`src/rtl/hck_pkg.sv`:
```
// Shared types, key codes and decode functions for the hex calculator key engine.
// Used by the top level, the bit-serial arithmetic unit and the testbench; depends on nothing.
`default_nettype none

package hck_pkg;

    // Key codes that the engine treats specially.
    localparam logic [7:0] KEY_EQUALS    = 8'd61;
    localparam logic [7:0] KEY_BACKSPACE = 8'd8;
    localparam logic [7:0] KEY_CLEAR_RST = 8'd27;
    localparam logic [7:0] KEY_PLUS      = 8'd43;
    localparam logic [7:0] KEY_MINUS     = 8'd45;
    localparam logic [7:0] KEY_STAR      = 8'd42;
    localparam logic [7:0] KEY_AMP       = 8'd38;
    localparam logic [7:0] KEY_BAR       = 8'd124;
    localparam logic [7:0] KEY_CARET     = 8'd94;
    localparam logic [7:0] KEY_LESS      = 8'd60;
    localparam logic [7:0] KEY_GREATER   = 8'd62;
    localparam logic [7:0] KEY_SLASH     = 8'd47;
    localparam logic [7:0] KEY_PERCENT   = 8'd37;
    localparam logic [7:0] KEY_DIGIT_0   = 8'd48;
    localparam logic [7:0] KEY_DIGIT_9   = 8'd57;
    localparam logic [7:0] KEY_UPPER_A   = 8'd65;
    localparam logic [7:0] KEY_UPPER_F   = 8'd70;
    localparam logic [7:0] KEY_LOWER_A   = 8'd97;
    localparam logic [7:0] KEY_LOWER_F   = 8'd102;
    localparam logic [7:0] CASE_OFFSET   = 8'd32;

    // Operand width, also the number of bit steps the serial unit takes for one operation, and step counter width.
    localparam int unsigned DATA_W  = 32;
    localparam int unsigned CNT_W   = 5;

    // Operations of the serial arithmetic unit.
    typedef enum logic [3:0] {
        ALU_PASS,
        ALU_ADD,
        ALU_SUB,
        ALU_MUL,
        ALU_AND,
        ALU_OR,
        ALU_XOR,
        ALU_SHL,
        ALU_SHR,
        ALU_DIV,
        ALU_MOD,
        ALU_ZERO
    } alu_op_t;

    // Request from the key sequencer to the arithmetic unit.
    typedef struct packed {
        logic    start;
        alu_op_t op;
    } alu_req_t;

    // States of the key sequencer.
    typedef enum logic [1:0] {
        ST_IDLE,
        ST_CALC,
        ST_EMIT
    } state_t;

    // Lower-case a to f become upper case; everything else is left alone.
    function automatic logic [7:0] fold_key(input logic [7:0] key);
        logic [7:0] folded;
        folded = key;
        if (key >= KEY_LOWER_A && key <= KEY_LOWER_F)
        begin
            folded = key - CASE_OFFSET;
        end
        return folded;
    endfunction

    function automatic logic is_hex_key(input logic [7:0] key);
        return (key >= KEY_DIGIT_0 && key <= KEY_DIGIT_9) ||
               (key >= KEY_UPPER_A && key <= KEY_UPPER_F);
    endfunction

    // Digit value of a folded hex key; letters sit nine above their low nibble.
    function automatic logic [3:0] hex_digit(input logic [7:0] key);
        logic [3:0] digit;
        if (key <= KEY_DIGIT_9)
        begin
            digit = key[3:0];
        end
        else
        begin
            digit = key[3:0] + 4'd9;
        end
        return digit;
    endfunction

    // Operator keys map to unit operations; anything unknown yields zero.
    function automatic alu_op_t key_to_op(input logic [7:0] key);
        alu_op_t op;
        unique case (key)
            KEY_EQUALS:  op = ALU_PASS;
            KEY_PLUS:    op = ALU_ADD;
            KEY_MINUS:   op = ALU_SUB;
            KEY_STAR:    op = ALU_MUL;
            KEY_AMP:     op = ALU_AND;
            KEY_BAR:     op = ALU_OR;
            KEY_CARET:   op = ALU_XOR;
            KEY_LESS:    op = ALU_SHL;
            KEY_GREATER: op = ALU_SHR;
            KEY_SLASH:   op = ALU_DIV;
            KEY_PERCENT: op = ALU_MOD;
            default:     op = ALU_ZERO;
        endcase
        return op;
    endfunction

endpackage

`default_nettype wire

```
`src/rtl/hck_alu.sv`:
```
// Bit-serial arithmetic unit of the hex calculator: one bit of the operands per cycle.
// Depends on hck_pkg for the operation codes and the request structure.
`default_nettype none

module hck_alu (
    input  wire logic                       clk,
    input  wire logic                       rst_n,
    input  wire hck_pkg::alu_req_t          req,
    input  wire logic [hck_pkg::DATA_W-1:0] opa,
    input  wire logic [hck_pkg::DATA_W-1:0] opb,
    output logic                            done,
    output logic [hck_pkg::DATA_W-1:0]      result
);
    import hck_pkg::*;

    alu_op_t           op_reg,    op_next;
    logic [DATA_W-1:0] a_reg,     a_next;
    logic [DATA_W-1:0] b_reg,     b_next;
    logic [DATA_W-1:0] acc_reg,   acc_next;
    logic              carry_reg, carry_next;
    logic [CNT_W-1:0]  cnt_reg,   cnt_next;
    logic              busy_reg,  busy_next;
    logic              fin_reg,   fin_next;

    logic              b_bit;
    logic              sum_bit;
    logic [DATA_W:0]   rem_shift;
    logic [DATA_W:0]   rem_diff;
    logic              b_zero;
    logic              shift_big;

    // Remainder trial for the restoring divider.
    assign rem_shift = {acc_reg, a_reg[DATA_W-1]};
    assign rem_diff  = rem_shift - {1'b0, b_reg};

    // Serial adder bit; subtraction adds the inverted bit with a carry in of one.
    assign b_bit   = (op_reg == ALU_SUB) ? ~b_reg[0] : b_reg[0];
    assign sum_bit = a_reg[0] ^ b_bit ^ carry_reg;

    assign b_zero    = (b_reg == '0);
    assign shift_big = (b_reg[DATA_W-1:CNT_W] != '0);

    // One step per cycle while busy.
    always_comb
    begin
        op_next    = op_reg;
        a_next     = a_reg;
        b_next     = b_reg;
        acc_next   = acc_reg;
        carry_next = carry_reg;
        cnt_next   = cnt_reg;
        busy_next  = busy_reg;
        fin_next   = 1'b0;
        if (req.start)
        begin
            op_next    = req.op;
            a_next     = opa;
            b_next     = opb;
            acc_next   = '0;
            carry_next = (req.op == ALU_SUB);
            cnt_next   = '0;
            busy_next  = 1'b1;
        end
        else if (busy_reg)
        begin
            unique case (op_reg)
                ALU_ADD, ALU_SUB:
                begin
                    acc_next   = {sum_bit, acc_reg[DATA_W-1:1]};
                    carry_next = (a_reg[0] & b_bit) | (carry_reg & (a_reg[0] ^ b_bit));
                    a_next     = a_reg >> 1;
                    b_next     = b_reg >> 1;
                end
                ALU_AND:
                begin
                    acc_next = {a_reg[0] & b_reg[0], acc_reg[DATA_W-1:1]};
                    a_next   = a_reg >> 1;
                    b_next   = b_reg >> 1;
                end
                ALU_OR:
                begin
                    acc_next = {a_reg[0] | b_reg[0], acc_reg[DATA_W-1:1]};
                    a_next   = a_reg >> 1;
                    b_next   = b_reg >> 1;
                end
                ALU_XOR:
                begin
                    acc_next = {a_reg[0] ^ b_reg[0], acc_reg[DATA_W-1:1]};
                    a_next   = a_reg >> 1;
                    b_next   = b_reg >> 1;
                end
                ALU_MUL:
                begin
                    // Shift-and-add, multiplier bits taken from the bottom.
                    if (b_reg[0])
                    begin
                        acc_next = acc_reg + a_reg;
                    end
                    a_next = a_reg << 1;
                    b_next = b_reg >> 1;
                end
                ALU_DIV, ALU_MOD:
                begin
                    // Restoring division: quotient bits enter the dividend register.
                    if (!rem_diff[DATA_W])
                    begin
                        acc_next = rem_diff[DATA_W-1:0];
                        a_next   = {a_reg[DATA_W-2:0], 1'b1};
                    end
                    else
                    begin
                        acc_next = rem_shift[DATA_W-1:0];
                        a_next   = {a_reg[DATA_W-2:0], 1'b0};
                    end
                end
                ALU_SHL:
                begin
                    if (cnt_reg < b_reg[CNT_W-1:0])
                    begin
                        a_next = a_reg << 1;
                    end
                end
                ALU_SHR:
                begin
                    if (cnt_reg < b_reg[CNT_W-1:0])
                    begin
                        a_next = a_reg >> 1;
                    end
                end
                default:
                begin
                    a_next = a_reg;
                end
            endcase
            cnt_next = cnt_reg + 1'b1;
            if (cnt_reg == CNT_W'(DATA_W - 1))
            begin
                busy_next = 1'b0;
                fin_next  = 1'b1;
            end
        end
    end

    // Final selection, including the divide by zero and wide shift cases.
    always_comb
    begin
        unique case (op_reg)
            ALU_PASS:                            result = b_reg;
            ALU_ADD, ALU_SUB, ALU_MUL,
            ALU_AND, ALU_OR, ALU_XOR:            result = acc_reg;
            ALU_SHL, ALU_SHR:                    result = shift_big ? '0 : a_reg;
            ALU_DIV:                             result = b_zero ? '1 : a_reg;
            ALU_MOD:                             result = b_zero ? '1 : acc_reg;
            default:                             result = '0;
        endcase
    end

    assign done = fin_reg;

    // Control state.
    always_ff @(posedge clk or negedge rst_n)
    begin
        if (!rst_n)
        begin
            busy_reg <= 1'b0;
            fin_reg  <= 1'b0;
            cnt_reg  <= '0;
            op_reg   <= ALU_ZERO;
        end
        else
        begin
            busy_reg <= busy_next;
            fin_reg  <= fin_next;
            cnt_reg  <= cnt_next;
            op_reg   <= op_next;
        end
    end

    // Operand shift registers.
    always_ff @(posedge clk)
    begin
        a_reg     <= a_next;
        b_reg     <= b_next;
        acc_reg   <= acc_next;
        carry_reg <= carry_next;
    end

endmodule

`default_nettype wire

```
`src/rtl/hex_calculator_key_engine.sv`:
```
// Top level of the hex calculator key engine: key decoding, entry state and output register.
// Depends on hck_pkg and instantiates the bit-serial unit hck_alu.
//
// Usage:
//   Key codes arrive as beats on the s_ channel (s_tdata = key_code). Each key gives
//   exactly one result beat on the m_ channel: m_tdata carries the display value and
//   m_tuser the display_update and alarm flags.
//   The clear key code is written over the cfg_ channel while the engine is idle; the
//   user must ensure this, since cfg_ready is always high. Reset sets the clear key to 27 (escape).
//   Digits, backspace, clear and an operator with no number entered give a valid
//   result through the emit state and the output register. An operator after
//   an entered number runs through the bit-serial arithmetic unit, which walks 32 bit
//   steps, so that result passes the calc state, the emit state and the output register.
//   One key is in work at a time; s_tready is high only while the sequencer is idle, so
//   the next key waits until the last one's result is in the output register.
//   The result sits in an output register; while m_tready is low it holds and the
//   next key may be accepted, but its result waits until the register drains.
//   Reset (rst_n low, asynchronous) clears the entry and first operand, sets the
//   pending operator to equals and marks a new number as starting.
`default_nettype none

module hex_calculator_key_engine (
    input  wire logic        clk,
    input  wire logic        rst_n,
    // Key beats. s_tdata: [7:0] key_code.
    input  wire logic        s_tvalid,
    output logic             s_tready,
    input  wire logic [7:0]  s_tdata,
    // Result beats. m_tdata: [31:0] display_value.
    output logic             m_tvalid,
    input  wire logic        m_tready,
    output logic [31:0]      m_tdata,
    // m_tuser: [0] display_update, [1] alarm.
    output logic [1:0]       m_tuser,
    // Clear key register write.
    input  wire logic        cfg_valid,
    output logic             cfg_ready,
    input  wire logic [7:0]  cfg_data
);
    import hck_pkg::*;

    state_t            state_reg, state_next;
    logic [DATA_W-1:0] entry_reg, entry_next;
    logic [DATA_W-1:0] first_reg, first_next;
    alu_op_t           pend_reg,  pend_next;
    logic              new_reg,   new_next;
    logic [7:0]        clear_reg;
    logic              upd_reg,   upd_next;
    logic              alarm_reg, alarm_next;
    logic              mvalid_reg, mvalid_next;
    logic [DATA_W-1:0] mdata_reg;
    logic [1:0]        muser_reg;

    logic [7:0]        key;
    logic [DATA_W-1:0] digit_base;
    logic              accept;
    logic              out_free;
    logic              key_is_calc;
    alu_req_t          alu_req;
    logic              alu_done;
    logic [DATA_W-1:0] alu_result;

    assign key      = fold_key(s_tdata);
    assign accept   = s_tvalid && s_tready;
    assign out_free = !mvalid_reg || m_tready;

    // An operator key needs the arithmetic unit only after an entered number.
    assign key_is_calc = (key != KEY_BACKSPACE) && (key != clear_reg) &&
                         !is_hex_key(key) && !new_reg;

    // A starting number begins from zero; the old entry becomes the first operand.
    assign digit_base = new_reg ? '0 : entry_reg;

    hck_alu u_alu (
        .clk    (clk),
        .rst_n  (rst_n),
        .req    (alu_req),
        .opa    (first_reg),
        .opb    (entry_reg),
        .done   (alu_done),
        .result (alu_result)
    );

    // Sequencer next state.
    always_comb
    begin
        state_next = state_reg;
        unique case (state_reg)
            ST_IDLE:
            begin
                if (accept)
                begin
                    state_next = key_is_calc ? ST_CALC : ST_EMIT;
                end
            end
            ST_CALC:
            begin
                if (alu_done)
                begin
                    state_next = ST_EMIT;
                end
            end
            ST_EMIT:
            begin
                if (out_free)
                begin
                    state_next = ST_IDLE;
                end
            end
            default:
            begin
                state_next = ST_IDLE;
            end
        endcase
    end

    // Sequencer outputs and calculator state updates.
    always_comb
    begin
        s_tready     = (state_reg == ST_IDLE);
        alu_req      = '{start: 1'b0, op: pend_reg};
        entry_next   = entry_reg;
        first_next   = first_reg;
        pend_next    = pend_reg;
        new_next     = new_reg;
        upd_next     = upd_reg;
        alarm_next   = alarm_reg;
        mvalid_next  = mvalid_reg && !m_tready;
        unique case (state_reg)
            ST_IDLE:
            begin
                if (accept)
                begin
                    upd_next   = 1'b0;
                    alarm_next = 1'b0;
                    priority if (key == KEY_BACKSPACE)
                    begin
                        entry_next = entry_reg >> 4;
                        upd_next   = 1'b1;
                    end
                    else if (key == clear_reg)
                    begin
                        entry_next = '0;
                        upd_next   = 1'b1;
                    end
                    else if (is_hex_key(key))
                    begin
                        if (new_reg)
                        begin
                            first_next = entry_reg;
                        end
                        new_next = 1'b0;
                        // Refuse the digit when its shift would lose the top nibble.
                        if (digit_base[DATA_W-1:DATA_W-4] == 4'd0)
                        begin
                            entry_next = {digit_base[DATA_W-5:0], hex_digit(key)};
                            upd_next   = 1'b1;
                        end
                        else
                        begin
                            entry_next = digit_base;
                            alarm_next = 1'b1;
                        end
                    end
                    else
                    begin
                        if (!new_reg)
                        begin
                            alu_req.start = 1'b1;
                            upd_next      = 1'b1;
                        end
                        new_next  = 1'b1;
                        pend_next = key_to_op(key);
                    end
                end
            end
            ST_CALC:
            begin
                if (alu_done)
                begin
                    entry_next = alu_result;
                end
            end
            ST_EMIT:
            begin
                if (out_free)
                begin
                    mvalid_next = 1'b1;
                end
            end
            default:
            begin
                mvalid_next = mvalid_reg && !m_tready;
            end
        endcase
    end

    // Control and calculator state.
    always_ff @(posedge clk or negedge rst_n)
    begin
        if (!rst_n)
        begin
            state_reg  <= ST_IDLE;
            entry_reg  <= '0;
            first_reg  <= '0;
            pend_reg   <= ALU_PASS;
            new_reg    <= 1'b1;
            clear_reg  <= KEY_CLEAR_RST;
            mvalid_reg <= 1'b0;
        end
        else
        begin
            state_reg  <= state_next;
            entry_reg  <= entry_next;
            first_reg  <= first_next;
            pend_reg   <= pend_next;
            new_reg    <= new_next;
            mvalid_reg <= mvalid_next;
            if (cfg_valid && cfg_ready)
            begin
                clear_reg <= cfg_data;
            end
        end
    end

    // Flag staging and output payload.
    always_ff @(posedge clk)
    begin
        upd_reg   <= upd_next;
        alarm_reg <= alarm_next;
        if (state_reg == ST_EMIT && out_free)
        begin
            mdata_reg <= entry_reg;
            muser_reg <= {alarm_reg, upd_reg};
        end
    end

    assign cfg_ready = 1'b1;
    assign m_tvalid  = mvalid_reg;
    assign m_tdata   = mdata_reg;
    assign m_tuser   = muser_reg;

endmodule

`default_nettype wire

```
`config.mk`:
```
export PLATFORM = sky130hd
export DESIGN_NAME = hex_calculator_key_engine
export DESIGN_NICKNAME = d
export VERILOG_FILES = /design/src/rtl/hck_pkg.sv /design/src/rtl/hck_alu.sv /design/src/rtl/hex_calculator_key_engine.sv
export SDC_FILE = /design/constraint.sdc
export NUM_CORES = 1
export LEC_CHECK = 0
export ABC_AREA = 1
export BUFFER_PORTS_ARGS = -buffer_cell sky130_fd_sc_hd__buf_2
export CAP_MARGIN = 0
export CORE_UTILIZATION = 45
export DETAILED_ROUTE_END_ITERATION = 12
export PLACE_DENSITY = 0.63
export SLEW_MARGIN = 30
export SYNTH_ARGS = -nofsm -noshare
export SYNTH_HDL_FRONTEND = slang
export SYNTH_HIERARCHICAL = 1
export SYNTH_SLANG_ARGS = --single-unit
```
`constraint.sdc`:
```
create_clock -name clk -period 4.9 [get_ports clk]
set_clock_uncertainty 0.05 [all_clocks]
set_input_delay 0.49 -clock clk [delete_from_list [all_inputs] [get_ports clk]]
set_output_delay 0.49 -clock clk [all_outputs]
set_load 0.005 [all_outputs]
```
==> flow_summary.ini <==
[sta]
fin_setup_tns_ns = 0
period_share_pct = 66.9
fmax_mhz = 305
fin_crit_ns = 3.28
setup_viol = 0
slew_violations = 0
worstMarginPinSlew_ns = 0.947
max_slew_margin_pct = 36.8
hold_violations = 0
holdWs_ns = 0.106
rsz0062_at_grt = false

[synthesis]
synth_nets = 2530
yosysWarnings = 6
syn_area_per_cell_sq_um = 6.86
syn-instance-count = 2430
ys_seq_area_share_pct = 35.7
ys_ff_latch = 224
ys_types = 57
syn_area_sq_mm = 0.0167

[global_routing]
grt_remaining_overflow = 0
grt_pass1_vias = 15383
grtUsageTotal_pct = 28.3
grt_max_degree = 75
antenna_found_initial = 0
grt_pass1_wl_um = 85100

[die]
die_w_um = 195
core_sq_mm = 0.0365
pin_count = 58
die_area_sq_mm = 0.0378
start_util_pct = 45.7
die_h_um = 195
num_rows = 70

[worst_hold_path]
hold_end = clear_reg[4]$_DFFE_PN1P_
hold_depth = 3
hp-class = in2reg
hold_start = cfg_data[4]

[setup_path]
r2r_start = u_alu/a_reg[31]$_DFFE_PP_
critPathRequiredTime_ns = 5.29
critPathArrivalTime_ns = 3.67
r2r-end = u_alu/acc_reg[2]$_SDFFE_PP0P_
r2r_setup_slack_ns = 1.62
cp_max_fo = 59
reg2reg_depth = 19
cp-end-kind = flop
start_kind = flop
path_class = reg2reg

[routing]
drc_errors = 0
ant_nets = 0
vias = 16256
first_pass_iters = 5
via_per_inst = 5.56
drt_iter0_markers = 1422
wl_um = 53500
wl_per_cell_um = 18.3

[cells_and_area]
layout-drive-gt1-share_pct = 7.93
fin_cells = 2926
antenna_cells = 0
nNetsFinal = 2539
fillers = 3665
area_delta_synth_final_pct = 8.83
utilization_pct = 49.7

[placement]
gp_congestion = 0.953
port_buffers = 56
dp_hpwl_um = 41200
dp.cells = 2878

[status]
outcome = completed

[cts]
cts.sinks = 224
cts_resized = 0
cts_root_buf = clkbuf_16
clk_latency_ns = 0.55
path_clk_slew_ns = 0.06
clockBufferDepth = 3
cts_tree = yes
htreeDepth = 1
numCtsBuffers = 25

[flow_run]
maxCapViolCount = 0
## stage by stage
stage	cell area, sq um	setup WS (ns)
3_5_place_dp	17200	1.20
4_1_cts	18100	1.58
6_report	18200	1.62
2_1_floorplan	16700	0.563
3_3_place_gp	17200	1.31
5_1_grt	18200	1.31
## critical path, cell delays in order (launching register included)
cell and delay (ns):
edfxtp_1 0.49, inv_1 0.10, ha_1 0.25, fa_1 0.38, inv_1 0.08, nand2_1 0.07
nand2_1 0.09, nand3_1 0.09, nand2_2 0.13, nand2_1 0.07, nand2_2 0.14, nand2_2 0.08
nand2_1 0.08, nand2_2 0.07, nand2_4 0.44, o21ai_0 0.20, o211ai_1 0.13, nand3_1 0.09
nand2_1 0.07, inv_1 0.03
## area by class of cell
| class | instances | area [sq um] | area share [%] |
|---|---|---|---|
| multi-input combinational | 1849 | 9260 | 51.0 |
| sequential | 224 | 5960 | 32.8 |
| inverter | 258 | 973 | 5.36 |
| clock buffer | 29 | 651 | 3.58 |
| tap | 468 | 586 | 3.23 |
| timing repair buffer | 81 | 505 | 2.78 |
| clock inverter | 17 | 220 | 1.21 |
## placed cells by master, fill, tap and decap left out, types with 9 or more instances in the layout
cell       count
inv_2         11
or2_2         11
a21oi_1      158
buf_2         55
o211ai_1      19
dfrtp_1       83
a31oi_1       36
xnor2_1       18
nor2_1       258
o21ai_1       14
dfxtp_1       32
o21bai_1      14
nor3_1        24
nor2_2         9
ha_1          76
nand3b_1       9
o21a_1        16
o21ai_0      198
a22oi_1       21
nand3_1      123
nand2_1      737
edfxtp_1     101
buf_4         23
a21oi_2       11
inv_1        244
clkbuf_16     25
nand4_1       27
## metal layers
layer  global-route usage (%)  part of all wire [%]
met4                     8.32                   2.5
met5                        0                     0
met2                     44.6                    44
met3                     2.27                   6.0
met1                     41.2                    48
## how the worst max path moves through the flow
stage	end	start	slack (ns)	cells after the start
6_report	u_alu/acc_reg[2]$_SDFFE_PP0P_	u_alu/a_reg[31]$_DFFE_PP_	1.62	19
5_1_grt	u_alu/acc_reg[2]$_SDFFE_PP0P_	u_alu/a_reg[31]$_DFFE_PP_	1.31	19
4_1_cts	u_alu/acc_reg[2]$_SDFFE_PP0P_	u_alu/a_reg[31]$_DFFE_PP_	1.58	19
3_5_place_dp	u_alu/b_reg[25]$_DFFE_PP_	s_tdata[1]	1.20	14
3_3_place_gp	entry_reg[30]$_DFFE_PN0P_	s_tdata[0]	1.31	17
2_1_floorplan	u_alu/b_reg[0]$_DFFE_PP_	s_tdata[1]	0.56	17
## cell families (layout without fill, tap and decap cells)
logic type / count (synthesis) / after routing / synth area share, %
and+or+nand+nor: 1234 / 1234 / 30.6
AOI/OAI and AO/OA: 509 / 509 / 17.3
buffers and inverters: 357 / 385 / 8.98
DFF: 224 / 224 / 35.7
adders and majority gates: 79 / 79 / 6.06
xor gates and xnor gates: 25 / 25 / 1.31
other: 1 / 1 / 0.0225
muxes: 1 / 1 / 0.0675
## synth_stat cells, drive strengths merged
cell type	count	area [sq um]
nor4	7	43.8
xor2	7	61.3
o211ai	19	143
and3	1	6.26
dfstp	8	210
ha	76	951
nor3	24	120
nand4	27	169
a31oi	36	225
a22oi	21	158
nand3	130	701
fa	3	60.1
nand2	747	2830
a221oi	9	85.1
buf	43	313
nor2	270	1040
o22ai	2	12.5
inv	256	966
or2	16	100
o2111ai	2	17.5
nand3b	9	67.6
clkbuf	56	211
dfrtp	83	2080
dfxtp	32	641
o211a	1	10.0
o21ai	214	1070
o31ai	2	15.0
o22a	1	8.76
and2	2	12.5
clkinv	2	7.51
edfxtp	101	3030
xnor2	18	158
or4	1	7.51
o21bai	14	105
a21o	3	22.5
conb	1	3.75
a21oi	169	883
o21a	16	120
mux2	1	11.3
## repair_timing
| action | in CTS | in global routing |
|---|---|---|
| hold endpoints to repair | 35 | 0 |
| setup endpoints to repair | 0 | 0 |
| setup buffers | 0 | 0 |
| hold buffers | 1 | 0 |
Power is left out: the tool's default activity adds up to more than one toggle a clock period on the data nets, which glitch-free logic cannot reach.
